$ cat src/rtl/srwm_pkg.sv
// Shared types and constants for the serial register write master.
// No dependencies; imported by serial_register_write_master_unit.
package srwm_pkg;

    // Number of chip select lines in use and length of the shifted word.
    localparam int NUM_CHIPS = 8;
    localparam int WORD_BITS = 32;
    localparam int BIT_IDX_W = $clog2(WORD_BITS);
    localparam int TICK_W    = 16;
    localparam int SEL_W     = 8;

    // Reset values of the timing registers.
    localparam logic [TICK_W-1:0] SELECT_SETUP_RESET = 16'd10;
    localparam logic [TICK_W-1:0] DATA_SETUP_RESET   = 16'd10;
    localparam logic [TICK_W-1:0] CLOCK_HIGH_RESET   = 16'd25;
    localparam logic [TICK_W-1:0] CLOCK_LOW_RESET    = 16'd25;
    localparam logic [TICK_W-1:0] END_GAP_RESET      = 16'd1000;

    // Configuration register indexes.
    localparam logic [2:0] CFG_SELECT_SETUP = 3'd0;
    localparam logic [2:0] CFG_DATA_SETUP   = 3'd1;
    localparam logic [2:0] CFG_CLOCK_HIGH   = 3'd2;
    localparam logic [2:0] CFG_CLOCK_LOW    = 3'd3;
    localparam logic [2:0] CFG_END_GAP      = 3'd4;

    // Request command codes.
    localparam logic CMD_TICK  = 1'b0;
    localparam logic CMD_WRITE = 1'b1;

    // Phases of one serial write.
    typedef enum logic [2:0] {
        PH_IDLE       = 3'd0,
        PH_SEL_SETUP  = 3'd1,
        PH_DATA_SETUP = 3'd2,
        PH_CLK_HIGH   = 3'd3,
        PH_CLK_LOW    = 3'd4,
        PH_END_GAP    = 3'd5
    } phase_t;

    // Input request.
    typedef struct packed {
        logic        command;
        logic [2:0]  target_chip;
        logic [3:0]  reg_address;
        logic [27:0] reg_data;
    } req_t;

    // Pin levels and status after one request.
    typedef struct packed {
        logic             serial_clock;
        logic             serial_data;
        logic [SEL_W-1:0] select_lines_n;
        logic             busy_res;
        logic             rejected;
        logic             write_done;
    } res_t;

endpackage

$ cat src/rtl/serial_register_write_master_unit.sv
// Top level of the serial register write master: timing registers, phase
// sequencer and result register. Depends on srwm_pkg.
//
// Usage: each request on the s_ channel is either a tick (one unit of time
// passes) or a write request that names a chip, a 4-bit register address and
// 28-bit data. For every request exactly one result appears on the m_
// channel, carrying the serial clock, data and active-low select levels
// after that request, plus busy, rejected and write-done flags.
// A write request while a write or its end gap is in progress is rejected.
// Each result is registered, valid in the cycle after its request is taken.
// One request is taken every cycle while the receiver keeps up, as a single
// phase/counter update lies between request and result register. When the
// receiver stalls, the result is held and s_ready falls until it is taken.
// Timing registers are written through cfg_wr_en / cfg_index / cfg_wdata
// and take effect at once. Reset (aresetn low, synchronous) restores the
// timing defaults, returns the sequencer to idle with all selects high, and
// empties the result register.
module serial_register_write_master_unit (
    input  logic                     aclk,
    input  logic                     aresetn,
    input  logic                     cfg_wr_en,
    input  logic [2:0]               cfg_index,
    input  logic [15:0]              cfg_wdata,
    input  logic                     s_valid,
    output logic                     s_ready,
    input  srwm_pkg::req_t           s_data,
    output logic                     m_valid,
    input  logic                     m_ready,
    output srwm_pkg::res_t           m_data
);
    import srwm_pkg::*;

    logic [TICK_W-1:0]    select_setup_reg;
    logic [TICK_W-1:0]    data_setup_reg;
    logic [TICK_W-1:0]    clock_high_reg;
    logic [TICK_W-1:0]    clock_low_reg;
    logic [TICK_W-1:0]    end_gap_reg;

    phase_t               phase_reg, phase_next;
    logic [TICK_W-1:0]    tick_count_reg, tick_count_next;
    logic [BIT_IDX_W-1:0] bit_index_reg, bit_index_next;
    logic [WORD_BITS-1:0] shift_word_reg, shift_word_next;
    logic [2:0]           active_chip_reg, active_chip_next;
    logic                 clock_level_reg, clock_level_next;
    logic                 data_level_reg, data_level_next;
    logic                 select_asserted_reg, select_asserted_next;

    res_t                 res_reg, res_next;
    logic                 out_valid_reg;

    logic                 accept;
    logic [TICK_W-1:0]    tick_inc;
    logic [TICK_W-1:0]    phase_len;
    logic                 phase_over;
    logic                 rejected;
    logic                 done;
    logic [SEL_W-1:0]     sel_pins;
    logic [31:0]          full_word;

    // A request is taken whenever the result register is free or drains now.
    assign s_ready = !out_valid_reg || m_ready;
    assign accept  = s_valid && s_ready;
    assign m_valid = out_valid_reg;
    assign m_data  = res_reg;

    // Timing registers.
    always_ff @(posedge aclk) begin
        if (!aresetn) begin
            select_setup_reg <= SELECT_SETUP_RESET;
            data_setup_reg   <= DATA_SETUP_RESET;
            clock_high_reg   <= CLOCK_HIGH_RESET;
            clock_low_reg    <= CLOCK_LOW_RESET;
            end_gap_reg      <= END_GAP_RESET;
        end else if (cfg_wr_en) begin
            case (cfg_index)
                CFG_SELECT_SETUP: select_setup_reg <= cfg_wdata;
                CFG_DATA_SETUP:   data_setup_reg   <= cfg_wdata;
                CFG_CLOCK_HIGH:   clock_high_reg   <= cfg_wdata;
                CFG_CLOCK_LOW:    clock_low_reg    <= cfg_wdata;
                CFG_END_GAP:      end_gap_reg      <= cfg_wdata;
                default: ;
            endcase
        end
    end

    // Length of the current phase; a phase ends when the incremented count
    // reaches it, or when the count wraps.
    always_comb begin
        case (phase_reg)
            PH_SEL_SETUP:  phase_len = select_setup_reg;
            PH_DATA_SETUP: phase_len = data_setup_reg;
            PH_CLK_HIGH:   phase_len = clock_high_reg;
            PH_CLK_LOW:    phase_len = clock_low_reg;
            PH_END_GAP:    phase_len = end_gap_reg;
            default:       phase_len = '0;
        endcase
    end

    assign tick_inc   = tick_count_reg + TICK_W'(1);
    assign phase_over = (tick_inc >= phase_len) || (tick_inc == '0);
    assign full_word  = {s_data.reg_data, s_data.reg_address};

    // Sequencer: next state and result flags for the current request.
    always_comb begin
        phase_next           = phase_reg;
        tick_count_next      = tick_count_reg;
        bit_index_next       = bit_index_reg;
        shift_word_next      = shift_word_reg;
        active_chip_next     = active_chip_reg;
        clock_level_next     = clock_level_reg;
        data_level_next      = data_level_reg;
        select_asserted_next = select_asserted_reg;
        rejected             = 1'b0;
        done                 = 1'b0;

        if (s_data.command == CMD_WRITE) begin
            if (phase_reg != PH_IDLE) begin
                rejected = 1'b1;
            end else begin
                shift_word_next      = full_word[WORD_BITS-1:0];
                active_chip_next     = s_data.target_chip;
                select_asserted_next = 1'b1;
                clock_level_next     = 1'b0;
                tick_count_next      = '0;
                bit_index_next       = BIT_IDX_W'(WORD_BITS - 1);
                phase_next           = PH_SEL_SETUP;
            end
        end else begin
            if (phase_reg != PH_IDLE) begin
                tick_count_next = phase_over ? '0 : tick_inc;
            end
            case (phase_reg)
                PH_IDLE: ;
                PH_SEL_SETUP: begin
                    if (phase_over) begin
                        data_level_next = shift_word_reg[bit_index_reg];
                        phase_next      = PH_DATA_SETUP;
                    end
                end
                PH_DATA_SETUP: begin
                    if (phase_over) begin
                        clock_level_next = 1'b1;
                        phase_next       = PH_CLK_HIGH;
                    end
                end
                PH_CLK_HIGH: begin
                    if (phase_over) begin
                        clock_level_next = 1'b0;
                        phase_next       = PH_CLK_LOW;
                    end
                end
                PH_CLK_LOW: begin
                    if (phase_over) begin
                        if (bit_index_reg == '0) begin
                            select_asserted_next = 1'b0;
                            phase_next           = PH_END_GAP;
                        end else begin
                            bit_index_next  = bit_index_reg - BIT_IDX_W'(1);
                            data_level_next = shift_word_reg[bit_index_reg - BIT_IDX_W'(1)];
                            phase_next      = PH_DATA_SETUP;
                        end
                    end
                end
                PH_END_GAP: begin
                    if (phase_over) begin
                        phase_next = PH_IDLE;
                        done       = 1'b1;
                    end
                end
                default: begin
                    phase_next = PH_IDLE;
                end
            endcase
        end
    end

    // Active-low selects; a chip index beyond the wired lines drives none.
    always_comb begin
        sel_pins = '1;
        if (select_asserted_next && ({1'b0, active_chip_next} < 4'(NUM_CHIPS))) begin
            sel_pins[active_chip_next] = 1'b0;
        end
    end

    // Result assembled from the state after this request.
    always_comb begin
        res_next.serial_clock   = clock_level_next;
        res_next.serial_data    = data_level_next;
        res_next.select_lines_n = sel_pins;
        res_next.busy_res       = (phase_next != PH_IDLE);
        res_next.rejected       = rejected;
        res_next.write_done     = done;
    end

    // Sequencer state registers.
    always_ff @(posedge aclk) begin
        if (!aresetn) begin
            phase_reg           <= PH_IDLE;
            tick_count_reg      <= '0;
            bit_index_reg       <= '0;
            shift_word_reg      <= '0;
            active_chip_reg     <= '0;
            clock_level_reg     <= 1'b0;
            data_level_reg      <= 1'b0;
            select_asserted_reg <= 1'b0;
        end else if (accept) begin
            phase_reg           <= phase_next;
            tick_count_reg      <= tick_count_next;
            bit_index_reg       <= bit_index_next;
            shift_word_reg      <= shift_word_next;
            active_chip_reg     <= active_chip_next;
            clock_level_reg     <= clock_level_next;
            data_level_reg      <= data_level_next;
            select_asserted_reg <= select_asserted_next;
        end
    end

    // Result register valid flag.
    always_ff @(posedge aclk) begin
        if (!aresetn) begin
            out_valid_reg <= 1'b0;
        end else if (accept) begin
            out_valid_reg <= 1'b1;
        end else if (m_ready) begin
            out_valid_reg <= 1'b0;
        end
    end

    // Result payload.
    always_ff @(posedge aclk) begin
        if (accept) begin
            res_reg <= res_next;
        end
    end

endmodule

$ cat config.mk
export PLATFORM = sky130hd
export DESIGN_NAME = serial_register_write_master_unit
export DESIGN_NICKNAME = d
export VERILOG_FILES = /design/src/rtl/srwm_pkg.sv /design/src/rtl/serial_register_write_master_unit.sv
export SDC_FILE = /design/constraint.sdc
export NUM_CORES = 1
export LEC_CHECK = 0
export ABC_AREA = 1
export BUFFER_PORTS_ARGS = -buffer_cell sky130_fd_sc_hd__buf_2
export CORE_ASPECT_RATIO = 0.8
export CORE_MARGIN = 10
export CORE_UTILIZATION = 45
export CTS_CLUSTER_DIAMETER = 80
export CTS_CLUSTER_SIZE = 30
export DETAILED_ROUTE_END_ITERATION = 8
export SETUP_SLACK_MARGIN = 0.4
export SLEW_MARGIN = 20
export SYNTH_ARGS = -nofsm -noshare
export SYNTH_HDL_FRONTEND = slang
export SYNTH_SLANG_ARGS = --single-unit
$ cat constraint.sdc
create_clock -name aclk -period 7.75 [get_ports aclk]
set_input_delay 0.775 -clock aclk [delete_from_list [all_inputs] [get_ports aclk]]
set_output_delay 0.775 -clock aclk [all_outputs]
set_load 0.005 [all_outputs]
==> reports/results.tsv, run 1 <==
metric	value	unit
status	finished, final reports clean	
DR vias/cell	5.17	
worst-path cell chain	inv_1, nor3_2, clkinv_1, o22ai_1, a211oi_1, ha_1, nand2_1, inv_1, o21ai_0, a21oi_1, nor2_1, nand2_1, nor2_1, nand2_4, nand2_1, o21ai_0, o21ai_1, nand2_1, nor2_1, nand2_1	
mapped cell area	7820	µm²
fin crit share	53.6	%
CP most frequent cell	nand2_1	
setup TNS	0	ns
post-route DRC violation count	0	
register bit total from synthesis	156	
Layout fillers	1764	
main flop type after synthesis	dfxtp_1	
Worst VDD drop	0.148	mV
maximum clock insertion buffer count	2	
Core ar.	17200	µm²
Max Fclk	241	MHz
ANT cells	0	
routed wire length	21400	µm
largest net degree at the start of global routing	110	
Ports	75	
cell family with most CP delay	simple AND/OR/NAND/NOR gates	
Synth area leader	dfxtp_1	
Worst path slowest cell	nor3_2	
WL per Instance	15.2	µm
Worst-Skew Late Latency	0.43	ns
Post-Synth Simple-Gate Area	22.4	%
FP Rows	43	
Pins Over Slew Limit	0	
max incr delay on CP	0.63	ns
Post-Route Utilization	52.0	%
footprint of the multi-input gates	3830	µm²
post-CTS setup repair buffer count	0	
H-tree level count	4	
Setup crit start kind	flop	
Initial DRC Count	694	
Post-Synthesis Cells	1117	
gr usage total	18.4	%
grt total ovfl	0	
DRT antenna net count	0	
max_cap viols	0	
port bufs	74	
die area	23100	µm²
sequential share of the synthesized area	41.6	%
top cell type's share of synthesized area	36.6	%
unrepaired setup endpoints after global routing	false	
commonest cells after routing, fill and taps aside	nand2_1, o21ai_0, dfxtp_1	
final hold viol count	0	
HPWL Detailed	14600	µm
CTS tree	yes	
Power Density	231	nW/µm²
CTS buffer count	17	
antenna violations before repair	0	
mux contribution to synthesized area	0	%
Worst-Margin Slew	0.994	ns
CTS-repair resized insts	0	
CTS clk-pin slew, worst paths	0.06	ns
first-pass GRT wire length	34700	µm
final worst path period need	4.16	ns
Final nets	1247	
synth unique cells	43	
Starting Density	45.4	%
Post-synth ARST share	0	%
Finish-stage setup viols	0	
adder-cell share of the synthesized area	3.20	%
root buf cell	clkbuf_16	
critical path data required time	7.94	ns
Synth Net Count	1197	
drt first pass iters	5	
Setup crit end kind	flop	
vias in the first global route	6631	
# hold bufs at CTS	0	
clock net sink count	156	
Layout area overhead	14.5	%
Post-synth EDFFs	13	
Die Wd	167	µm
Power, Total	2070	µW
commonest non-fill, non-tap cell in the layout	nand2_1	
DR vias	7260	
largest fanout on the critical path	10	
max reg flops	32	
Sequential Area	3250	µm²
Compound-Gate Fraction of Synth Area	22.9	%
GPL Wtd Cong	0.887	
static leakage	0.00372	µW
Synth Warn #	0	
Mean Syn Cell Area	7.00	µm²
layout cells sized above 1	12.3	%
die span in y	138	µm
Synth area leaders	dfxtp_1, o21ai_0, nand2_1	
Hold Crit Class	reg2reg	
main combinational cell family by area after synthesis	compound AO/OA/AOI/OAI gates	
slew margin rel.	33.7	%
post-synthesis xor/xnor area fraction	0.448	%
Buffers & Inverters on Critical Path	3	
Setup Skew	0.00874	ns
crit path DAT	4.35	ns
CP Class	reg2reg	
worst min-delay path: stages (launching register included):
cell and delay [ns]:
dfxtp_1 0.30, inv_1 0.06, a21oi_1 0.05
metrics by stage:
step	setup slack [ns]	cell area (µm²)	cells	hold WS, ns
CTS	3.69	8950	1405	0.451
finish	3.59	8950	1405	0.452
detailed placement	3.68	8320	1373	0.442
floorplan	4.41	7820	1117	0.425
global route	3.28	8950	1405	0.470
global placement	3.82	8320	1373	0.436
power by group:
| part | total [µW] | switching (µW) | internal (µW) |
|---|---|---|---|
| Combinational | 292 | 197 | 94.8 |
| Clock | 900 | 368 | 532 |
| Sequential | 873 | 21.4 | 852 |
layer usage:
metal | GRT usage [%] | vias to the layer above | wire, µm
met4 | 5.16 | 0 | 242
li1 | - | 3786 | -
met5 | 0 | - | 0
met1 | 26.7 | 3285 | 10900
met3 | 3.68 | 17 | 1160
met2 | 27.1 | 172 | 9040
path summary, 6_finish.rpt:
| path | start | to | slack, ns | depth (start not counted) |
|---|---|---|---|---|
| setup reg to reg | phase_reg[1] | m_data[2] | 3.59 | 20 |
| hold reg to reg | clock_low_reg[2] | clock_low_reg[2] | 0.45 | 2 |
| setup / recovery | phase_reg[1] | m_data[2] | 3.59 | 20 |
| hold / removal | clock_low_reg[2] | clock_low_reg[2] | 0.45 | 2 |
cell type report:
cell class	count	area share, %
inverters	137	5.74
clock inverters	13	2.00
flip-flops and latches	156	36.3
repair buffers	84	4.98
well taps	225	3.14
multi-input cells	771	42.7
clock buffers	19	5.06
cells by family (layout without fill, tap and decap cells):
family	after synthesis	in the layout
and+or+nand+nor	413	413
xor gates and xnor gates	4	4
adders and majority gates	20	20
AOI/OAI and AO/OA	334	334
DFF	156	156
buffers and inverters	190	253
cells in the mapped netlist (2+ instances only):
cell type  instances
a211oi_1          10
a21oi_1          128
a221oi_1           5
a22oi_1            5
and2_1             2
buf_2              3
buf_6              2
clkbuf_1          46
clkinv_1           5
dfxtp_1          143
edfxtp_1          13
ha_1              20
inv_1            131
nand2_1          199
nand2_2           14
nand3_1           48
nand4_1            6
nor2_1           126
nor2_2             2
nor2_4             4
nor3_1             6
o211ai_1           8
o21ai_0          156
o21ai_1            4
o22ai_1           10
xor2_1             4
No activity file was read; power rests on OpenSTA's default activity.
==> run 2: changes to the inputs <==
PLACE_DENSITY = 0.66   (was unset)
clock period = 3.8 ns   (was 7.75 ns; I/O delays follow)
==> reports/results.tsv, run 2 (synthesized netlist as in run 1, its figures left out) <==
metric	value	unit	change
first-pass GRT wire length	34400	µm	was 34700 µm
post-route DRC violation count	0		unchanged
commonest cells after routing, fill and taps aside	nand2_1, o21ai_0, dfxtp_1		unchanged
worst-path cell chain	inv_1, nand2_1, nor2_1, buf_4, nand2_1, o21ai_0, a211oi_1, ha_1, nand3_1, nor2_1, and3_1, nor2_4, nand2_4, nand2_1, o21ai_0, o21ai_1, nand2_1, nor2_1, nand2_1		was inv_1, nor3_2, clkinv_1, o22ai_1, a211oi_1, ha_1, nand2_1, inv_1, o21ai_0, a21oi_1, nor2_1, nand2_1, nor2_1, nand2_4, nand2_1, o21ai_0, o21ai_1, nand2_1, nor2_1, nand2_1
layout cells sized above 1	14.5	%	was 12.3%
root buf cell	clkbuf_16		unchanged
Setup Skew	0.0150	ns	was 0.00874 ns
drt first pass iters	5		unchanged
final hold viol count	0		unchanged
commonest non-fill, non-tap cell in the layout	nand2_1		unchanged
status	finished, final reports clean		unchanged
busiest layer in global routing	met2		unchanged
Initial DRC Count	542		was 694
Setup crit start kind	flop		unchanged
Layout fillers	1745		was 1764
WL per Instance	15.2	µm	about the same
Worst-Skew Late Latency	0.43	ns	about the same
Non-Filler Instances	1414		was 1405
grt met3 use	3.48	%	was 3.68%
unrepaired setup endpoints after global routing	false		unchanged
fin crit share	86.1	%	was 53.6%
Worst path slowest cell	a211oi_1		was nor3_2
Power, Total	4150	µW	was 2070 µW
GPL Wtd Cong	0.870		was 0.887
Worst VDD drop	0.324	mV	was 0.148 mV
final worst path period need	3.27	ns	was 4.16 ns
grt total ovfl	0		unchanged
DR vias	7380		was 7260
GR Util met2	27.3	%	was 27.1%
gr usage total	18.3	%	was 18.4%
CP most frequent cell	nand2_1		unchanged
Buffers & Inverters on Critical Path	2		was 3
vias in the first global route	6706		was 6631
Min Hold Slack	0.215	ns	was 0.452 ns
max reg flops	32		unchanged
CTS tree	yes		unchanged
critical path data required time	3.98	ns	was 7.94 ns
routed wire length	21500	µm	was 21400 µm
DRT antenna net count	0		unchanged
Setup crit end kind	flop		unchanged
max_cap viols	0		unchanged
largest fanout on the critical path	10		unchanged
crit path DAT	3.45	ns	was 4.35 ns
Pins Over Slew Limit	0		unchanged
port bufs	74		unchanged
largest net degree at the start of global routing	112		was 110
HPWL Detailed	14800	µm	was 14600 µm
Finish-stage setup viols	0		unchanged
CP Class	reg2reg		unchanged
Hold Crit Class	in2reg		was reg2reg
Max Fclk	306	MHz	was 241 MHz
setup TNS	0	ns	unchanged
max incr delay on CP	0.50	ns	was 0.63 ns
slew margin rel.	35.5	%	was 33.7%
maximum clock insertion buffer count	2		unchanged
Starting Density	45.4	%	unchanged
Global Route met1 Usage	26.1	%	was 26.7%
DR vias/cell	5.22		was 5.17
Placed Instances	1381		was 1373
static leakage	0.00379	µW	was 0.00372 µW
# hold bufs at CTS	0		unchanged
CTS clk-pin slew, worst paths	0.07	ns	was 0.06 ns
clock net sink count	156		unchanged
Ports	75		unchanged
die area	23100	µm²	unchanged
Die Wd	167	µm	unchanged
Core ar.	17200	µm²	unchanged
die span in y	138	µm	unchanged
CTS buffer count	17		unchanged
H-tree level count	4		unchanged
antenna violations before repair	0		unchanged
ANT cells	0		unchanged
cell family with most CP delay	simple AND/OR/NAND/NOR gates		unchanged
FP Rows	43		unchanged
Worst-Margin Slew	0.968	ns	was 0.994 ns
Final nets	1257		was 1247
Layout area overhead	16.2	%	was 14.5%
Power Density	457	nW/µm²	was 231 nW/µm²
run 2: cell count changes in the layout (fill, tap and decap cells not counted), moves of 4 or more:
cell,change
buf_4,+8
a221oi_1,-5
a221oi_2,+5
inv_2,+5
dfxtp_1,-4
dfxtp_2,+4
o21ai_0,-4
o21ai_1,+4
run 2: worst paths after layout:
| check | from | slack (ns) | cells after the start | to |
|---|---|---|---|---|
| worst max-delay path | phase_reg[1] | 0.53 | 19 | m_data[2] |
| worst max register to register | phase_reg[1] | 0.53 | 19 | m_data[2] |
| worst min register to register | select_setup_reg[5] | 0.45 | 2 | select_setup_reg[5] |
| worst min-delay path | cfg_wdata[8] | 0.22 | 3 | end_gap_reg[8] |
run 2: routing by layer:
layer | routed length [µm] | share of wire, % | vias up
met5 | 0 | 0 | -
met4 | 257 | 1.2 | 0
li1 | - | - | 3804
met2 | 9290 | 43 | 202
met1 | 10700 | 50 | 3351
met3 | 1290 | 6.0 | 23
run 2: cell type report:
type	instances	area [µm²]	share of cell area, %
clock buffer	23	489	5.39
clock inverter	8	108	1.19
inverter	137	514	5.66
multi-input combinational	771	3890	42.9
sequential	156	3260	35.9
tap	225	282	3.10
timing repair buffer	94	537	5.91
run 2: what timing repair did:
item                       in CTS  in global routing
pin swaps                       0                  3
setup buffers                   0                  2
setup endpoints to repair      26                 36
gates resized for setup         2                 25
run 2: worst reg2reg max path, delay by kind of cell (launching register included):
family          cells  cell delay, ns
compound gates      4            0.84
flops               1            0.38
buf+inv             2            0.30
simple gates       12            1.17
fa+ha+maj           1            0.34
run 2: metrics by stage:
| step | setup slack, ns | cell area, µm² | utilization (%) |
|---|---|---|---|
| after detailed placement | 0.272 | 8380 | 48.7 |
| after global routing | 0.366 | 9080 | 52.7 |
| after floorplan | 0.464 | 7820 | - |
| final | 0.528 | 9080 | 52.7 |
| after CTS | 0.424 | 8980 | 52.2 |
| after global placement | 0.411 | 8380 | 48.7 |
run 2: where the power goes:
group | total, µW | internal, µW | switching (µW)
Sequential | 1780 | 1740 | 44.8
Combinational | 624 | 210 | 414
Clock | 1750 | 1050 | 700
==> run 3: changes to the inputs <==
CTS_BUF_LIST = sky130_fd_sc_hd__clkbuf_4   (was unset)
TNS_END_PERCENT = 20   (was unset)
clock period = 3 ns   (was 3.8 ns; I/O delays follow)
==> reports/results.tsv, run 3 (synthesized netlist as in run 1, its figures left out) <==
metric	value	unit	change
final hold viol count	0		unchanged
GPL Wtd Cong	0.873		was 0.870
Global Route met1 Usage	26.3	%	was 26.1%
DR vias	7786		was 7380
H-tree level count	4		unchanged
FP Rows	43		unchanged
max reg flops	32		unchanged
Layout area overhead	25.8	%	was 16.2%
first-pass GRT wire length	36400	µm	was 34400 µm
port bufs	74		unchanged
Die Wd	167	µm	unchanged
r2r worst-path depth	26		was 19
static leakage	0.00410	µW	was 0.00379 µW
CTS tree	yes		unchanged
post-route DRC violation count	0		unchanged
Setup Skew	0.0239	ns	was 0.0150 ns
gr usage total	19.0	%	was 18.3%
die span in y	138	µm	unchanged
pre-CTS setup slack	-0.197	ns	was 0.272 ns
Placed Instances	1422		was 1381
die area	23100	µm²	unchanged
grt met3 use	4.02	%	was 3.48%
maximum clock insertion buffer count	2		unchanged
worst setup margin	-0.216	ns	was 0.528 ns
GR Util met2	29.4	%	was 27.3%
Worst-Skew Late Latency	0.56	ns	was 0.43 ns
Ports	75		unchanged
Non-Filler Instances	1498		was 1414
Core ar.	17200	µm²	unchanged
unrepaired setup endpoints after global routing	true		was false
WL per Instance	15.1	µm	was 15.2 µm
Worst VDD drop	0.281	mV	was 0.324 mV
layout cells sized above 1	22.1	%	was 14.5%
CP Class	reg2reg		unchanged
Starting Density	45.4	%	unchanged
Power Density	458	nW/µm²	was 457 nW/µm²
final worst path period need	3.22	ns	was 3.27 ns
commonest non-fill, non-tap cell in the layout	nand2_1		unchanged
largest fanout on the critical path	8		was 10
clock net sink count	156		unchanged
HPWL Detailed	15400	µm	was 14800 µm
Setup crit start kind	flop		unchanged
Worst-Margin Slew	1.05	ns	was 0.968 ns
Max Fclk	311	MHz	was 306 MHz
antenna violations before repair	0		unchanged
Pins Over Slew Limit	0		unchanged
Final nets	1339		was 1257
drt first pass iters	5		unchanged
critical path data required time	3.34	ns	was 3.98 ns
Worst Hold Path Cells	3		unchanged
CTS clk-pin slew, worst paths	0.14	ns	was 0.07 ns
crit path DAT	3.55	ns	was 3.45 ns
routed wire length	22600	µm	was 21500 µm
violated checks	negative setup slack		
Initial DRC Count	674		was 542
Layout fillers	1667		was 1745
slew margin rel.	29.3	%	was 35.5%
max_cap viols	0		unchanged
status	finished, violations left		was finished, final reports clean
Hold Crit Class	in2reg		unchanged
vias in the first global route	7325		was 6706
grt total ovfl	0		unchanged
DR vias/cell	5.20		was 5.22
DRT antenna net count	0		unchanged
root buf cell	clkbuf_4		was clkbuf_16
commonest cells after routing, fill and taps aside	nand2_1, o21ai_0, dfxtp_1		unchanged
busiest layer in global routing	met2		unchanged
CTS buffer count	17		unchanged
Finish-stage setup viols	38		was 0
fin crit share	107	%	was 86.1%
Setup crit end kind	flop		unchanged
largest net degree at the start of global routing	89		was 112
[run 3: cell count changes in the layout (fill, tap and decap cells not counted), moves of 11 or more]
cell | before | now
buf_4 | 18 | 57
dlygate4sd3_1 | 0 | 25
clkbuf_16 | 18 | 0
clkbuf_4 | 0 | 17
a21oi_1 | 128 | 116
a21oi_2 | 1 | 13
buf_6 | 1 | 12
[run 3: worst paths after layout]
check | start | end | slack (ns)
worst min register to register | clock_low_reg[15] | clock_low_reg[15] | 0.46
worst min-delay path | cfg_wdata[4] | clock_low_reg[4] | 0.03
worst max-delay path | phase_reg[1] | m_data[2] | -0.22
worst max register to register | phase_reg[1] | m_data[2] | -0.22
[run 3: timing repair]
item / CTS / global route
gates cloned: 2 / 0
endpoints found under the setup margin: 39 / 39
pin swaps: 13 / 23
buffers inserted: 7 / 9
gates resized for setup: 54 / 52
hold endpoints to repair: 24 / 3
hold buffers: 22 / 3
[run 3: layer usage]
metal	routed length, µm	share of wire (%)
met1	11100	49
met2	9960	44
met3	1270	5.6
met4	334	1.5
met5	0	0
[run 3: power breakdown]
group / internal, µW / switching, µW
clock: 338 / 817
combinational: 454 / 636
sequential: 2200 / 55.8
[run 3: critical path: stages (launching register included)]
cell and delay (ns):
dfxtp_2 0.36, inv_2 0.04, buf_6 0.12, nor3_4 0.25, buf_12 0.16, clkinvlp_4 0.10
buf_4 0.15, o22ai_4 0.10, a211oi_2 0.07, buf_4 0.15, ha_4 0.25, nand2_1 0.05
nor2_2 0.11, o21ai_1 0.08, nand2_1 0.06, nand2_1 0.06, nand2_2 0.07, nor2_4 0.05
nand2_4 0.11, buf_4 0.15, inv_6 0.04, nand2_1 0.04, nand3_1 0.08, nand2_1 0.10
nand2_2 0.08, nor2_1 0.10, nand2_1 0.06
[run 3: layout make-up]
cell class / count / area, µm² / area share [%]
Sequential cell: 156 / 3260 / 33.2
Clock buffer: 17 / 128 / 1.30
Inverter: 137 / 552 / 5.61
Timing Repair Buffer: 175 / 1330 / 13.5
Tap cell: 225 / 282 / 2.86
Antenna cell: 1 / 2.50 / 0.0255
Clock inverter: 15 / 115 / 1.17
Timing Repair inverter: 1 / 11.3 / 0.115
Multi-Input combinational cell: 771 / 4150 / 42.2
[run 3: through the flow]
| step | hold slack, ns | setup TNS, ns | power (µW) | area, µm² | utilization (%) |
|---|---|---|---|---|---|
| floorplan | 0.413 | 0 | 2850 | 7900 | - |
| global placement | 0.436 | -1.93 | 3160 | 8830 | 51.3 |
| detailed placement | 0.444 | -3.57 | 3170 | 8830 | 51.3 |
| CTS | 0.000338 | -0.0984 | 4410 | 9570 | 55.6 |
| global route | 0.0000734 | -10.86 | 4740 | 9830 | 57.1 |
| finish | 0.0270 | -3.47 | 4500 | 9830 | 57.1 |
